## src/rtl/bce_pkg.sv

```systemverilog
// shared types and constants of the color expansion blit
`default_nettype none

package bce_pkg;

    // configuration register indexes
    typedef enum logic [2:0] {
        CFG_IMAGE_WIDTH   = 3'd0,
        CFG_IMAGE_HEIGHT  = 3'd1,
        CFG_FORE_COLOR    = 3'd2,
        CFG_BACK_COLOR    = 3'd3,
        CFG_PLACE_X       = 3'd4,
        CFG_PLACE_Y       = 3'd5,
        CFG_CHANNEL_COUNT = 3'd6,
        CFG_CENTER_MODE   = 3'd7
    } t_cfg_idx;

    localparam int unsigned CFG_IDX_W  = 3;
    localparam int unsigned CFG_DATA_W = 16;
    localparam int unsigned DIM_W      = 9;
    localparam int unsigned COORD_W    = 16;
    localparam int unsigned COLOR_W    = 16;

    // channel count codes
    localparam logic [7:0] CH_GREY = 8'd1;
    localparam logic [7:0] CH_RGB  = 8'd3;

    // color for unsupported channel counts
    localparam logic [COLOR_W-1:0] COLOR_RED = 16'hF800;

    // destination position of one pixel
    typedef struct packed {
        logic [COORD_W-1:0] x;
        logic [COORD_W-1:0] y;
        logic               last;
    } t_pos;

endpackage

`default_nettype wire

```

## src/rtl/bce_pos.sv

```systemverilog
// raster position counters and destination coordinate generation
`default_nettype none

module bce_pos
    import bce_pkg::*;
#(
    parameter int unsigned MAX_DIM = 256
) (
    input  wire logic               i_clk,
    input  wire logic               i_rst_n,
    input  wire logic               i_adv,
    input  wire logic [DIM_W-1:0]   i_width,
    input  wire logic [DIM_W-1:0]   i_height,
    input  wire logic [COORD_W-1:0] i_place_x,
    input  wire logic [COORD_W-1:0] i_place_y,
    input  wire logic               i_center,
    output t_pos                    o_pos
);

    localparam int unsigned CW = (MAX_DIM > 1) ? $clog2(MAX_DIM) : 1;
    localparam int unsigned EW = $clog2(MAX_DIM + 1);

    logic [CW-1:0]      r_col;
    logic [CW-1:0]      r_row;
    logic [EW-1:0]      w_eff;
    logic [EW-1:0]      h_eff;
    logic [EW:0]        col_inc;
    logic [EW:0]        row_inc;
    logic               row_end;
    logic               frame_end;
    logic [COORD_W-1:0] org_x;
    logic [COORD_W-1:0] org_y;

    // effective image size, zero acts as one, clamp at the maximum
    always_comb begin
        if (i_width == '0) begin
            w_eff = EW'(1);
        end else if (int'(i_width) > MAX_DIM) begin
            w_eff = EW'(MAX_DIM);
        end else begin
            w_eff = EW'(i_width);
        end
        if (i_height == '0) begin
            h_eff = EW'(1);
        end else if (int'(i_height) > MAX_DIM) begin
            h_eff = EW'(MAX_DIM);
        end else begin
            h_eff = EW'(i_height);
        end
    end

    // row and frame end detection
    assign col_inc   = (EW+1)'(r_col) + (EW+1)'(1);
    assign row_inc   = (EW+1)'(r_row) + (EW+1)'(1);
    assign row_end   = col_inc >= (EW+1)'(w_eff);
    assign frame_end = row_end && (row_inc >= (EW+1)'(h_eff));

    // origin, shifted by half the size when centered
    always_comb begin
        if (i_center) begin
            org_x = i_place_x - COORD_W'(w_eff >> 1);
            org_y = i_place_y - COORD_W'(h_eff >> 1);
        end else begin
            org_x = i_place_x;
            org_y = i_place_y;
        end
    end

    assign o_pos.x    = org_x + COORD_W'(r_col);
    assign o_pos.y    = org_y + COORD_W'(r_row);
    assign o_pos.last = frame_end;

    // counters advance on each accepted request
    always_ff @(posedge i_clk) begin
        if (!i_rst_n) begin
            r_col <= '0;
            r_row <= '0;
        end else if (i_adv) begin
            if (row_end) begin
                r_col <= '0;
                if (frame_end) begin
                    r_row <= '0;
                end else begin
                    r_row <= CW'(row_inc);
                end
            end else begin
                r_col <= CW'(col_inc);
            end
        end
    end

endmodule

`default_nettype wire

```

## src/rtl/bce_color.sv

```systemverilog
// pixel color expansion: grey blend, rgb888 truncation or red
`default_nettype none

module bce_color
    import bce_pkg::*;
(
    input  wire logic [7:0]         i_channels,
    input  wire logic [COLOR_W-1:0] i_fore,
    input  wire logic [COLOR_W-1:0] i_back,
    input  wire logic [7:0]         i_byte_first,
    input  wire logic [7:0]         i_byte_second,
    input  wire logic [7:0]         i_byte_third,
    output logic [COLOR_W-1:0]      o_color
);

    // exact x / 255 for x below 16320
    function automatic logic [5:0] div255(input logic [13:0] x);
        logic [14:0] t;
        t = 15'(x) + 15'(x[13:8]) + 15'd1;
        return t[13:8];
    endfunction

    // bg + floor((fg - bg) * grey / 255) on one channel
    function automatic logic [5:0] blend(input logic [5:0] fg, input logic [5:0] bg,
                                         input logic [7:0] grey);
        logic signed [6:0] d;
        logic [5:0]        m;
        logic [13:0]       p;
        logic [5:0]        q;
        d = $signed({1'b0, fg}) - $signed({1'b0, bg});
        m = d[6] ? 6'(-d) : d[5:0];
        p = 14'(m) * 14'(grey);
        if (d[6]) begin
            q = div255(p + 14'd254);
            return bg - q;
        end else begin
            q = div255(p);
            return bg + q;
        end
    endfunction

    logic [5:0] r_bl;
    logic [5:0] g_bl;
    logic [5:0] b_bl;

    // per channel blend in grey mode
    assign r_bl = blend({1'b0, i_fore[15:11]}, {1'b0, i_back[15:11]}, i_byte_first);
    assign g_bl = blend(i_fore[10:5], i_back[10:5], i_byte_first);
    assign b_bl = blend({1'b0, i_fore[4:0]}, {1'b0, i_back[4:0]}, i_byte_first);

    // mode select
    always_comb begin
        if (i_channels == CH_GREY) begin
            o_color = {r_bl[4:0], g_bl, b_bl[4:0]};
        end else if (i_channels == CH_RGB) begin
            o_color = {i_byte_first[7:3], i_byte_second[7:2], i_byte_third[7:3]};
        end else begin
            o_color = COLOR_RED;
        end
    end

endmodule

`default_nettype wire

```

## src/rtl/bitmap_color_expand_blit.sv

```systemverilog
// color expansion blit top level: config registers and two stage pipeline
// an accepted request is registered in the input stage, then in the result stage that drives the outputs
// throughput: one pixel per cycle while the output is not stalled, set by the input and result register pair
// stall from the output propagates back only when both stages hold data
// synchronous active low reset clears config to defaults, counters and valids
`default_nettype none

module bitmap_color_expand_blit
    import bce_pkg::*;
#(
    parameter int unsigned MAX_DIM = 256
) (
    input  wire logic                  i_clk,
    input  wire logic                  i_rst_n,
    input  wire logic                  i_cfg_we,
    input  wire logic [CFG_IDX_W-1:0]  i_cfg_index,
    input  wire logic [CFG_DATA_W-1:0] i_cfg_data,
    input  wire logic                  i_valid,
    output logic                       o_stall,
    input  wire logic [7:0]            i_byte_first,
    input  wire logic [7:0]            i_byte_second,
    input  wire logic [7:0]            i_byte_third,
    output logic                       o_valid,
    input  wire logic                  i_stall,
    output logic [COORD_W-1:0]         o_panel_x,
    output logic [COORD_W-1:0]         o_panel_y,
    output logic [COLOR_W-1:0]         o_pixel_color,
    output logic                       o_frame_last
);

    logic [DIM_W-1:0]   r_image_width;
    logic [DIM_W-1:0]   r_image_height;
    logic [COLOR_W-1:0] r_fore_color;
    logic [COLOR_W-1:0] r_back_color;
    logic [COORD_W-1:0] r_place_x;
    logic [COORD_W-1:0] r_place_y;
    logic [7:0]         r_channel_count;
    logic               r_center_mode;

    logic               r_s1_valid;
    t_pos               r_s1_pos;
    logic [7:0]         r_s1_b0;
    logic [7:0]         r_s1_b1;
    logic [7:0]         r_s1_b2;
    logic               r_s2_valid;
    t_pos               r_s2_pos;
    logic [COLOR_W-1:0] r_s2_color;

    logic               in_acc;
    logic               s2_free;
    logic               s1_free;
    logic               s1_move;
    t_pos               n_pos;
    logic [COLOR_W-1:0] n_color;
    t_cfg_idx           cfg_idx;

    // configuration writes
    assign cfg_idx = t_cfg_idx'(i_cfg_index);

    always_ff @(posedge i_clk) begin
        if (!i_rst_n) begin
            r_image_width   <= DIM_W'(1);
            r_image_height  <= DIM_W'(1);
            r_fore_color    <= '1;
            r_back_color    <= '0;
            r_place_x       <= '0;
            r_place_y       <= '0;
            r_channel_count <= CH_GREY;
            r_center_mode   <= 1'b0;
        end else if (i_cfg_we) begin
            unique case (cfg_idx)
                CFG_IMAGE_WIDTH:   r_image_width   <= i_cfg_data[DIM_W-1:0];
                CFG_IMAGE_HEIGHT:  r_image_height  <= i_cfg_data[DIM_W-1:0];
                CFG_FORE_COLOR:    r_fore_color    <= i_cfg_data;
                CFG_BACK_COLOR:    r_back_color    <= i_cfg_data;
                CFG_PLACE_X:       r_place_x       <= i_cfg_data;
                CFG_PLACE_Y:       r_place_y       <= i_cfg_data;
                CFG_CHANNEL_COUNT: r_channel_count <= i_cfg_data[7:0];
                CFG_CENTER_MODE:   r_center_mode   <= i_cfg_data[0];
                default: ;
            endcase
        end
    end

    // pipeline flow control
    assign s2_free = !r_s2_valid || !i_stall;
    assign s1_move = r_s1_valid && s2_free;
    assign s1_free = !r_s1_valid || s2_free;
    assign o_stall = !s1_free;
    assign in_acc  = i_valid && s1_free;

    // position of the accepted request
    bce_pos #(
        .MAX_DIM (MAX_DIM)
    ) u_pos (
        .i_clk     (i_clk),
        .i_rst_n   (i_rst_n),
        .i_adv     (in_acc),
        .i_width   (r_image_width),
        .i_height  (r_image_height),
        .i_place_x (r_place_x),
        .i_place_y (r_place_y),
        .i_center  (r_center_mode),
        .o_pos     (n_pos)
    );

    // input stage
    always_ff @(posedge i_clk) begin
        if (!i_rst_n) begin
            r_s1_valid <= 1'b0;
        end else if (s1_free) begin
            r_s1_valid <= i_valid;
        end
    end

    always_ff @(posedge i_clk) begin
        if (in_acc) begin
            r_s1_pos <= n_pos;
            r_s1_b0  <= i_byte_first;
            r_s1_b1  <= i_byte_second;
            r_s1_b2  <= i_byte_third;
        end
    end

    // color expansion between the stages
    bce_color u_color (
        .i_channels    (r_channel_count),
        .i_fore        (r_fore_color),
        .i_back        (r_back_color),
        .i_byte_first  (r_s1_b0),
        .i_byte_second (r_s1_b1),
        .i_byte_third  (r_s1_b2),
        .o_color       (n_color)
    );

    // result stage
    always_ff @(posedge i_clk) begin
        if (!i_rst_n) begin
            r_s2_valid <= 1'b0;
        end else if (s2_free) begin
            r_s2_valid <= r_s1_valid;
        end
    end

    always_ff @(posedge i_clk) begin
        if (s1_move) begin
            r_s2_pos   <= r_s1_pos;
            r_s2_color <= n_color;
        end
    end

    assign o_valid       = r_s2_valid;
    assign o_panel_x     = r_s2_pos.x;
    assign o_panel_y     = r_s2_pos.y;
    assign o_pixel_color = r_s2_color;
    assign o_frame_last  = r_s2_pos.last;

endmodule

`default_nettype wire

```

## config.mk

```make
export PLATFORM = sky130hd
export DESIGN_NAME = bitmap_color_expand_blit
export DESIGN_NICKNAME = d
export VERILOG_FILES = /design/src/rtl/bce_pkg.sv /design/src/rtl/bce_pos.sv /design/src/rtl/bce_color.sv /design/src/rtl/bitmap_color_expand_blit.sv
export SDC_FILE = /design/constraint.sdc
export NUM_CORES = 1
export LEC_CHECK = 0
export ABC_AREA = 1
export ABC_CLOCK_PERIOD_IN_PS = 8400
export BUFFER_PORTS_ARGS = -buffer_cell sky130_fd_sc_hd__buf_4
export CAP_MARGIN = 20
export CORE_MARGIN = 5
export CORE_UTILIZATION = 40
export CTS_CLUSTER_DIAMETER = 100
export CTS_CLUSTER_SIZE = 12
export DETAILED_ROUTE_END_ITERATION = 7
export PLACE_DENSITY = 0.53
export SYNTH_ARGS = -nofsm -noshare
export SYNTH_HDL_FRONTEND = slang
export SYNTH_HIERARCHICAL = 1
export SYNTH_SLANG_ARGS = --single-unit
```

## constraint.sdc

```tcl
create_clock -name i_clk -period 8.4 [get_ports i_clk]
set_input_delay 1.68 -clock i_clk [delete_from_list [all_inputs] [get_ports i_clk]]
set_output_delay 1.68 -clock i_clk [all_outputs]
set_load 0.01 [all_outputs]
```

# Word level (Yosys, flattened, before mapping)
# Index checks and enable logic that the tools add are counted.
# Widths: inputs -> output; s select.
[classes]
n_eq_ne = 9
n_reduce_logical = 21
n_lt_le_gt_ge = 4
addsub = 33
multipliers = 3
muxes = 16
[op_table]
columns = ["operator", "count"]
rows = [
  ["$mux 16", 4],
  ["$add 13x1->13 const B", 4],
  ["$add 13x6->13", 4],
  ["$add 14x8->14 const B", 3],
  ["$mul 6x8->14", 3],
  ["$mux 9", 4],
  ["$add 16x8->16", 2],
  ["$sub 16x8->16", 2],
  ["$add 14x1->14 const B", 2],
  ["$add 14x6->14", 2],
  ["$mux 6", 4],
  ["$ge 10x9->1", 2],
  ["$add 8x1->9 const B", 2],
  ["$gt 9x9->1 const B", 2],
  ["$logic_not 9->1", 2],
  ["$neg 6->6", 3],
  ["$reduce_and 2->1", 9],
  ["$mux 8", 2],
  ["$eq 3x3->1 const B", 4],
  ["$sub 5x5->6", 2],
  ["$add 5x5->5", 2],
  ["$mux 5", 2],
  ["$sub 5x5->5", 2],
  ["$eq 8x1->1 const B", 1],
  ["10 further kinds", 17],
]
[word_totals]
ff_bits = 215
elab_cells = 108

# Logic depth before layout (Yosys ltp)
# Gate-level depths: netlist (run 1).
[depth]
word_depth = 10
ltp_mapped = 57
depth_no_buf = 57

# Hierarchy
# The synthesis (run 1) kept the hierarchy.
[by_module_without_submodules]
columns = ["module", "cells_each", "instances", "area_each_um2"]
rows = [
  ["bce_color", 1445, 1, 8958.6],
  ["bitmap_color_expand_blit", 626, 1, 6871.6],
  ["bce_pos", 647, 1, 3852.4],
]

# Least setup slack after synthesis (run 1)
# Ideal clock, no wire load.
[synth_timing]
path_type = "reg-to-reg"
from = "reg r_fore_color[5]"
to = "reg r_s2_color[10] (netlist: o_pixel_color[10]) (data pin)"
synth_period_minus_slack_ps = 7727
required_ps = 8146
arrival_time_ps = 7472
path_stages_with_launch = 55
setup_slack_ps = 673
cell_sequence = "dfxtp_1 -> inv_1 -> ha_1 -> inv_1 -> fa_1 -> a21oi_1 -> o21bai_1 -> a21oi_1 -> nor2_1 -> nor2_1 -> inv_1 -> or2_2 -> xor2_1 -> nor2_1 -> fa_1 -> inv_1 -> fa_1 -> fa_1 -> (+19 left out) -> nand2_1 -> nand2_1 -> ha_1 -> nand2_1 -> inv_1 -> o21ai_0 -> nand2_1 -> ha_1 -> a21oi_1 -> inv_1 -> a31oi_1 -> inv_1 -> a21oi_1 -> o21bai_1 -> xor2_1 -> nand3_1 -> nand3_1 -> nand2_1"
[synth_between]
elab_chain_cells = 10
[synth_rtl]
columns = ["item", "line_no", "rtl"]
rows = [
  ["start: declaration", "bitmap_color_expand_blit.sv:33", "logic [COLOR_W-1:0] r_fore_color;"],
  ["start signal: assignment", "bitmap_color_expand_blit.sv:74", "CFG_FORE_COLOR: r_fore_color <= i_cfg_data;"],
  ["$sub 6x6->7 *", "bce_color.sv:30", "d = $signed({1'b0, fg}) - $signed({1'b0, bg});"],
  ["$neg 6->6", "bce_color.sv:31", "m = d[6] ? 6'(-d) : d[5:0];"],
  ["$mux 6", "bce_color.sv:31", ""],
  ["$mul 6x8->14", "bce_color.sv:32", "p = 14'(m) * 14'(grey);"],
  ["$add 14x8->14", "bce_color.sv:34", "q = div255(p + 14'd254);"],
  ["$add 14x6->14", "bce_color.sv:19", "t = 15'(x) + 15'(x[13:8]) + 15'd1;"],
  ["$add 14x1->14", "bce_color.sv:19", ""],
  ["$sub 6x6->6", "bce_color.sv:35", "return bg - q;"],
  ["$mux 6 *", "bce_color.sv:33", "if (d[6]) begin"],
  ["$mux 16 *", "bce_color.sv:53", "if (i_channels == CH_GREY) begin"],
  ["named net n_color[10]", "bitmap_color_expand_blit.sv:54", "logic [COLOR_W-1:0] n_color;"],
  ["end signal: assignment", "bitmap_color_expand_blit.sv:148", "r_s2_color <= n_color;"],
  ["end: declaration", "bitmap_color_expand_blit.sv:47", "logic [COLOR_W-1:0] r_s2_color;"],
]
# The timed path passes the listed nets; every way through them passes the cells marked *.
# A chain may end at the register's enable or synchronous reset.

# Worst setup path after layout (run 1)
[layout_timing]
from = "reg r_fore_color[0]"
to = "reg r_s2_color[4] (netlist: o_pixel_color[4]) (data pin)"
[layout_between]
elab_chain_cells = 10
[layout_rtl]
columns = ["item", "line_no"]
rows = [
  ["$sub 5x5->6 *", "bce_color.sv:30"],
  ["$neg 6->6", "bce_color.sv:31"],
  ["$mux 6", "bce_color.sv:31"],
  ["$mul 6x8->14", "bce_color.sv:32"],
  ["$add 14x8->14", "bce_color.sv:34"],
  ["$add 13x6->13", "bce_color.sv:19"],
  ["$add 13x1->13", "bce_color.sv:19"],
  ["$sub 5x5->5", "bce_color.sv:35"],
  ["$mux 5 *", "bce_color.sv:33"],
  ["$mux 16 *", "bce_color.sv:53"],
  ["named net n_color[4]", "bitmap_color_expand_blit.sv:54"],
]
# Marks and branches as above.

==> out/qor.txt, run 1 <==
Final worst path period share = 94.81%
Chip height = 231.0 um
Max_cap viols = 0
Syn Area/Cell = 7.200 sq um
Slew headroom = 30.23%
Antenna cells = 0
First-pass GRT wire length = 86.70 mm
Clk buf depth = 3
Worst setup SP type = flop
Total die area = 53350 sq um
Min setup slack post-route = 0.4356 ns
# placed instances = 3461
Initial antenna violation count = 0
Final HPWL DP = 42.21 mm
Critical path class = reg -> reg
Post-Route WL = 53.63 mm
Starting Density = 40.15%
CP max stage delay = 0.57 ns
CP Launch Point = r_fore_color[0]
RSZ-0062 raised after global routing = yes
Least-Margin Pin Slew = 1.047 ns
Most frequent CP cell = nand3_1
Root Buffer = clkbuf_16
Worst R2R End = o_pixel_color[4]
DR pass1 iterations = 5
R2r worst-path depth = 43
Final ANT Viol Nets = 0
DRC viols = 0
TritonCTS Buffers = 22
Drt via density = 4.948
Worst Hold Class = reg -> reg
Status = finished, final reports clean
Minimum clock period = 7.964 ns
Worst reg2reg setup slack = 0.44 ns
Synth warn = 6
Clk_skew = 0.03111 ns
Pin count of the biggest net entering global routing = 102
IO Pins = 99
Synthesized cell area = 19530 sq um
Reg-to-reg critical path startpoint = r_fore_color[0]
Die X = 231.0 um
Gr ovfl total = 0
GRT Util Overall = 19.75%
Multi-input logic area = 13250 sq um
Fmax achieved = 0.1256 GHz
IO Port Bufs = 93
Post-Syn Nets = 3030
Setup_tns = 0 ns
Worst path required time = 8.69 ns
Filler Cells Inserted = 4910
Worst EP arrival = 8.25 ns
Htree depth = 1
Critical-path top delay cell = fa_1
Sinks on Clock Net = 210
Worst Setup EP = o_pixel_color[4]
Vias in the first global route = 17120
Max-slew violations = 0
CTS tree = done
Final cell count without fillers = 3528
Register area = 5223 sq um
Final setup fails = 0
Fin. Hold Viols = 0
Site Rows = 81
Nets = 3210
Layout Area Growth over Synthesis = 18.23%
Crit Path Max Fanout = 6
1st-iter DRT viols = 842
Crit path capture type = flop
Reg clk slew, reported paths = 0.07 ns
Share of layout cells above drive strength 1 = 16.86%
Hold Buf Count CTS = 0
Total core area = 48650 sq um
Worst skew pair latency = 0.54 ns
Wire per inst = 15.20 um
Routed via count = 17458
GPL Wtd Cong = 0.8765
Setup WS pre-CTS = 0.03649 ns
Cells after synthesis = 2713
layout make-up:
cell class / count / area share (%)
inverters: 436 / 7.092
flip-flops and latches: 210 / 22.61
multi-input cells: 2021 / 57.37
clock buffers: 34 / 2.758
well taps: 622 / 3.370
clock inverters: 3 / 0.08669
repair buffers: 202 / 6.708
cells in the final DEF (no fill, tap or decap), types with 7 or more instances in the layout:
cell type / count
o21ai_1: 14
xor2_1: 57
ha_2: 7
o21ai_0: 52
edfxtp_1: 101
a21oi_1: 73
nand2_2: 39
nor2_4: 17
fa_1: 79
nand3b_1: 10
nand4_1: 36
buf_4: 198
nor3_1: 12
xor2_2: 7
nand2_1: 664
nor2_2: 23
ha_1: 158
clkbuf_1: 9
a21o_1: 8
nand2_4: 8
ha_4: 19
inv_1: 388
inv_2: 40
a21oi_2: 21
clkinv_1: 7
nand3_2: 19
nor2_1: 340
nand3_1: 228
or2_2: 9
dfxtp_1: 105
clkbuf_16: 23
xnor2_1: 29
timing repair:
item,4_1_cts,5_1_grt
setup buffers,0,30
pin swaps,0,63
setup endpoints to repair,1,13
resized for setup,1,176
metal layers:
metal  up-vias  GRT usage, %  wire length, um
li1       8986             -                -
met2       265         34.95            26020
met4         0         5.033             1474
met1      8129         25.80            24310
met5         -             0                0
met3        78         2.226             1829
worst max-delay path, delay by kind of cell, from the launching register on:
family | cells | cell delay (ns)
AO/OA/AOI/OAI | 6 | 0.78
XOR/XNOR | 4 | 0.79
adder cells (fa/ha/maj) | 10 | 3.64
buffers and inverters | 7 | 0.62
flip-flops | 1 | 0.31
AND/OR/NAND/NOR | 16 | 1.59
registers in the layout (all words and copies together) (netlist names), 9 cells and up:
signal,count
r_place_x,16
r_fore_color,16
r_image_height,9
o_panel_x,16
r_back_color,16
r_image_width,9
r_s1_pos,33
r_place_y,16
o_panel_y,16
o_pixel_color,16
through the flow:
stage               util, %  hold WS, ns  area [sq um]
finish                47.47       0.4185         23090
global route          47.47       0.4252         23090
CTS                   45.30       0.4191         22040
detailed placement    43.95       0.4045         21380
global placement      43.95       0.4025         21380
floorplan                 -       0.4003         19530
how the worst min path moves through the flow:
stage / end / startpoint / cells past startpoint
after global placement: o_panel_x[5] / r_s1_pos[22] / 0
after floorplan: o_frame_last / r_s1_pos[0] / 0
after CTS: o_panel_x[14] / r_s1_pos[31] / 0
after global routing: o_panel_x[14] / r_s1_pos[31] / 0
final: o_panel_x[4] / r_s1_pos[21] / 0
after detailed placement: o_panel_x[11] / r_s1_pos[28] / 0
Power of run 1 is left out: the tool's default activity adds up to more than one toggle a clock period on the data nets, which glitch-free logic cannot reach.
==> inputs of run 2 (changes only) <==
--- a/config.mk
+++ b/config.mk
@@ -15,6 +15,7 @@
 export CTS_CLUSTER_SIZE = 12
 export DETAILED_ROUTE_END_ITERATION = 7
 export PLACE_DENSITY = 0.53
+export RECOVER_POWER = 25
 export SYNTH_ARGS = -nofsm -noshare
 export SYNTH_HDL_FRONTEND = slang
 export SYNTH_HIERARCHICAL = 1
==> out/qor.txt, run 2 (synthesis gave the netlist of run 1 again) <==
Worst R2R End = o_pixel_color[4]
Total die area = 53350 sq um (unchanged)
DR pass1 iterations = 5 (unchanged)
Share of layout cells above drive strength 1 = 16.69% (-0.17 points)
Chip height = 231.0 um (unchanged)
Antenna cells = 0 (unchanged)
Worst path required time = 8.69 ns (about the same)
Critical path buffers and inverters = 7 (unchanged)
Crit Path Max Fanout = 6 (unchanged)
DRC viols = 0 (unchanged)
Cell family with the largest share of critical-path delay = adder cells
CP max stage delay = 0.57 ns (about the same)
Worst Hold Class = reg -> reg
Drt via density = 4.941 (-0.15%)
Worst Setup EP = o_pixel_color[4]
Max-slew violations = 102 (+102)
First-pass GRT wire length = 86.70 mm (unchanged)
1st-iter DRT viols = 878 (+4.3%)
Clk buf depth = 3 (unchanged)
Sinks on Clock Net = 210 (unchanged)
Clk_skew = 0.03163 ns (+0.0005211 ns)
Post-Route WL = 53.68 mm (+0.10%)
GPL Wtd Cong = 0.8765 (unchanged)
Critical path class = reg -> reg
RSZ-0062 raised after global routing = yes
Pin count of the biggest net entering global routing = 102 (unchanged)
Failing checks = capacitance limit, slew limit
Minimum clock period = 7.964 ns (-0.0001430 ns)
Reg-to-reg critical path startpoint = r_fore_color[0]
Most frequent CP cell = nand3_1
Status = complete, but fails checks
CP Launch Point = r_fore_color[0]
Fin. Hold Viols = 0 (unchanged)
Fmax achieved = 0.1256 GHz (about the same)
Gr ovfl total = 0 (unchanged)
Reg clk slew, reported paths = 0.07 ns (about the same)
Largest reg by FF count = r_s1_pos
Die X = 231.0 um (unchanged)
Worst EP arrival = 8.25 ns (about the same)
Htree depth = 1 (unchanged)
R2r worst-path depth = 43 (unchanged)
Final worst path period share = 94.81% (about the same)
Routed via count = 17432 (-0.15%)
Crit path capture type = flop
Setup_tns = 0 ns (unchanged)
Filler Cells Inserted = 4911 (+0.020%)
IO Pins = 99 (unchanged)
Worst reg2reg setup slack = 0.44 ns (about the same)
Multi-input logic area = 13240 sq um (about the same)
Critical-path top delay cell = fa_1
Commonest non-fill, non-tap cell in the layout = nand2_1
Commonest non-fill, non-tap cells in the layout = nand2_1 (664), inv_1 (390), nor2_1 (341)
TritonCTS Buffers = 22 (unchanged)
Site Rows = 81 (unchanged)
Slew headroom = -186.0% (-220 points)
CP Depth = 43 (unchanged)
IO Port Bufs = 93 (unchanged)
Vias in the first global route = 17120 (unchanged)
Final setup fails = 0 (unchanged)
Final ANT Viol Nets = 0 (unchanged)
Least-Margin Pin Slew = 4.291 ns (+3.244 ns)
Root Buffer = clkbuf_16
Max_cap viols = 1 (+1)
Nets = 3210 (unchanged)
Worst skew pair latency = 0.54 ns (about the same)
Total core area = 48650 sq um (unchanged)
Initial antenna violation count = 0 (unchanged)
GRT Util Overall = 19.75% (unchanged)
Wire per inst = 15.22 um (+0.10%)
Final HPWL DP = 42.21 mm (unchanged)
CTS tree = done
Register area = 5223 sq um (unchanged)
Starting Density = 40.15% (unchanged)
Layout Area Growth over Synthesis = 18.15% (about the same)
Max reg flops = 33 (unchanged)
Worst setup SP type = flop
==> run 2: cell types whose count changed in the layout (fill, tap and decap cells not counted), sizes merged <==
cell and change:
clkbuf +21, buf -21
==> run 2: worst min path at each step <==
stage	startpoint	end	slack (ns)	depth (start not counted)
2_1_floorplan	r_s1_pos[0]	o_frame_last	0.40	0
3_3_place_gp	r_s1_pos[22]	o_panel_x[5]	0.40	0
3_5_place_dp	r_s1_pos[28]	o_panel_x[11]	0.40	0
4_1_cts	r_s1_pos[31]	o_panel_x[14]	0.42	0
5_1_grt	r_s1_pos[31]	o_panel_x[14]	0.43	0
6_report	r_s1_pos[21]	o_panel_x[4]	0.42	0
==> run 2: timing repair <==
action	CTS	global route
setup endpoints to repair	1	13
buffers inserted	0	30
gates resized for setup	1	176
hold buffers	0	0
pin swaps	0	63
==> run 2: metrics by stage <==
step / cell area, sq um / utilization [%] / worst slack (ns) / hold WS (ns) / std cells
final: 23080 / 47.44 / 0.4358 / 0.4185 / 3528
after global routing: 23080 / 47.44 / -0.06651 / 0.4252 / 3528
after CTS: 22040 / 45.30 / 0.01225 / 0.4191 / 3498
after detailed placement: 21380 / 43.95 / 0.03649 / 0.4045 / 3461
after global placement: 21380 / 43.95 / 0.08488 / 0.4025 / 3461
after floorplan: 19530 / - / 0.6734 / 0.4003 / 2713
==> run 2: final cells by class <==
class,instances,share of cell area [%]
flip-flops and latches,210,22.63
clock inverters,3,0.08674
well taps,622,3.372
clock buffers,34,2.760
repair buffers,202,6.679
inverters,436,7.097
multi-input cells,2021,57.38
==> run 2: metal layers <==
metal,routed length [um],vias up,track usage [%]
li1,-,8983,-
met1,24320,8127,25.80
met2,26050,243,34.95
met3,1831,79,2.226
met4,1484,0,5.033
met5,0,-,0
Power of run 2 is left out for the same reason.
==> inputs of run 3 (changes only) <==
--- a/config.mk
+++ b/config.mk
@@ -9,12 +9,14 @@
 export ABC_CLOCK_PERIOD_IN_PS = 8400
 export BUFFER_PORTS_ARGS = -buffer_cell sky130_fd_sc_hd__buf_4
 export CAP_MARGIN = 20
+export CELL_PAD_IN_SITES_DETAIL_PLACEMENT = 1
+export CELL_PAD_IN_SITES_GLOBAL_PLACEMENT = 1
 export CORE_MARGIN = 5
 export CORE_UTILIZATION = 40
 export CTS_CLUSTER_DIAMETER = 100
 export CTS_CLUSTER_SIZE = 12
 export DETAILED_ROUTE_END_ITERATION = 7
-export PLACE_DENSITY = 0.53
+export PLACE_DENSITY = 0.69
 export RECOVER_POWER = 25
 export SYNTH_ARGS = -nofsm -noshare
 export SYNTH_HDL_FRONTEND = slang
==> out/qor.txt, run 3 (synthesis gave the netlist of run 1 again) <==
Site Rows = 81 (unchanged)
Least-Margin Pin Slew = 4.095 ns (-0.1956 ns)
GPL Wtd Cong = 0.8845 (+0.91%)
Fmax achieved = 0.1238 GHz (-1.4%)
Total core area = 48650 sq um (unchanged)
Final ANT Viol Nets = 0 (unchanged)
Share of layout cells above drive strength 1 = 19.31% (+2.6 points)
CP Launch Point = r_back_color[5]
Failing checks = capacitance limit, slew limit
Total die area = 53350 sq um (unchanged)
Antenna cells = 0 (unchanged)
Critical-path top delay cell = fa_1
Htree depth = 1 (unchanged)
Initial antenna violation count = 0 (unchanged)
Reg-to-reg critical path startpoint = r_back_color[5]
Commonest non-fill, non-tap cell in the layout = nand2_1
Slew headroom = -173.0% (+13 points)
Worst path required time = 8.66 ns (-0.03 ns)
TritonCTS Buffers = 22 (unchanged)
Chip height = 231.0 um (unchanged)
Die X = 231.0 um (unchanged)
Worst reg2reg setup slack = 0.32 ns (-0.12 ns)
Wire per inst = 17.22 um (+13%)
Reg clk slew, reported paths = 0.06 ns (about the same)
Crit path capture type = flop
Final setup fails = 0 (unchanged)
Worst setup SP type = flop
DR pass1 iterations = 6 (+1)
Max reg flops = 33 (unchanged)
DRC viols = 0 (unchanged)
Sinks on Clock Net = 210 (unchanged)
Drt via density = 5.107 (+3.4%)
Status = complete, but fails checks
Minimum clock period = 8.080 ns (+0.1160 ns)
Commonest non-fill, non-tap cells in the layout = nand2_1 (651), inv_1 (377), nor2_1 (325)
IO Pins = 99 (unchanged)
Root Buffer = clkbuf_16
Largest reg by FF count = r_s1_pos
Clk buf depth = 3 (unchanged)
GRT Util Overall = 21.92% (+2.2 points)
Crit Path Max Fanout = 5 (-1)
Hold Buf Count CTS = 0 (unchanged)
Layout Area Growth over Synthesis = 20.29%
Routed via count = 18063 (+3.6%)
Pin count of the biggest net entering global routing = 95 (-6.9%)
Hold-critical path depth = 0 (unchanged)
CP max stage delay = 0.55 ns (-0.02 ns)
IO Port Bufs = 93 (unchanged)
CTS tree = done
Clk_skew = 0.05183 ns (+0.02020 ns)
Final design utilization = 48.30% (+0.86 points)
Worst R2R End = o_pixel_color[10]
Gr ovfl total = 0 (unchanged)
Nets = 3219 (+0.28%)
Final worst path period share = 96.19% (+1.4 points)
1st-iter DRT viols = 779 (-11%)
First-pass GRT wire length = 95.98 mm (+11%)
Final HPWL DP = 47.57 mm (+13%)
Max-slew violations = 95 (-6.9%)
R2r worst-path depth = 52 (+21%)
Critical path class = reg -> reg
Min-delay src = r_s1_pos[28]
Most frequent CP cell = nand2_1
Hold Crit Endpoint = o_panel_x[11]
Vias in the first global route = 19072 (+11%)
Starting Density = 40.15% (unchanged)
Max_cap viols = 1 (unchanged)
Worst skew pair latency = 0.56 ns (+0.02 ns)
Post-Route WL = 60.91 mm (+13%)
Fin. Hold Viols = 0 (unchanged)
Worst Hold Class = reg -> reg
Worst EP arrival = 8.34 ns (+0.09 ns)
## run 3: cell types whose count changed in the layout (fill, tap and decap cells not counted), moves of 5 or more
cell / delta
nor2_4: +6
ha_1: -11
buf_4: +6
xor2_2: +5
nand2_2: +13
inv_2: +11
inv_1: -13
ha_4: +12
nor2_1: -16
nand3_1: -6
nand2_1: -13
nor2_2: +10
xor2_1: -5
nand3_2: +7
## run 3: layout make-up
class	count	area, sq um
tap	622	778.2
multi-input combinational	2021	13600
timing repair buffer	211	1613
fill	6108	25150
clock buffer	34	616.8
sequential	210	5223
inverter	436	1644
clock inverter	3	22.52
## run 3: stage by stage
step	cells	worst slack [ns]	instance area [sq um]	hold slack (ns)	TNS, ns
3_3_place_gp	3440	0.02556	21220	0.4024	0
6_report	3537	0.3197	23500	0.4175	0
2_1_floorplan	2713	0.6734	19530	0.4003	0
3_5_place_dp	3440	-0.3234	21220	0.4056	-0.7667
4_1_cts	3479	0.0004512	22020	0.4177	0
5_1_grt	3537	-0.1585	23500	0.4226	-0.3202
## run 3: what timing repair did
action | in CTS | in global routing
pin swaps | 3 | 98
setup endpoints to repair | 4 | 13
buffers inserted | 2 | 58
gates resized for setup | 30 | 240
## run 3: how the worst max path moves through the flow
stage	end	slack, ns	cells past startpoint
2_1_floorplan	o_pixel_color[10]	0.67	54
3_3_place_gp	o_pixel_color[15]	0.03	48
3_5_place_dp	o_pixel_color[15]	-0.32	48
4_1_cts	o_pixel_color[15]	0.0005	48
5_1_grt	o_pixel_color[10]	-0.16	53
6_report	o_pixel_color[10]	0.32	52
## run 3: worst max-delay path: cells and delay by family, from the launching register on
family	cells	cell delay, ns
adders and majority gates	9	3.17
xor gates and xnor gates	2	0.40
buffers and inverters	11	0.75
and+or+nand+nor	22	2.13
AOI/OAI and AO/OA	8	1.02
DFF	1	0.37
## run 3: layer usage
layer  share of wire (%)  GRT usage (%)  vias to the layer above  wire length [um]
li1                    -              -                     8996                 -
met1                  44          27.27                     8813             26770
met2                  51          40.67                      180             31240
met3                 2.5          2.214                       74              1511
met4                 2.3          5.461                        0              1385
met5                   0              0                        -                 0
Power of run 3 is left out for the same reason.
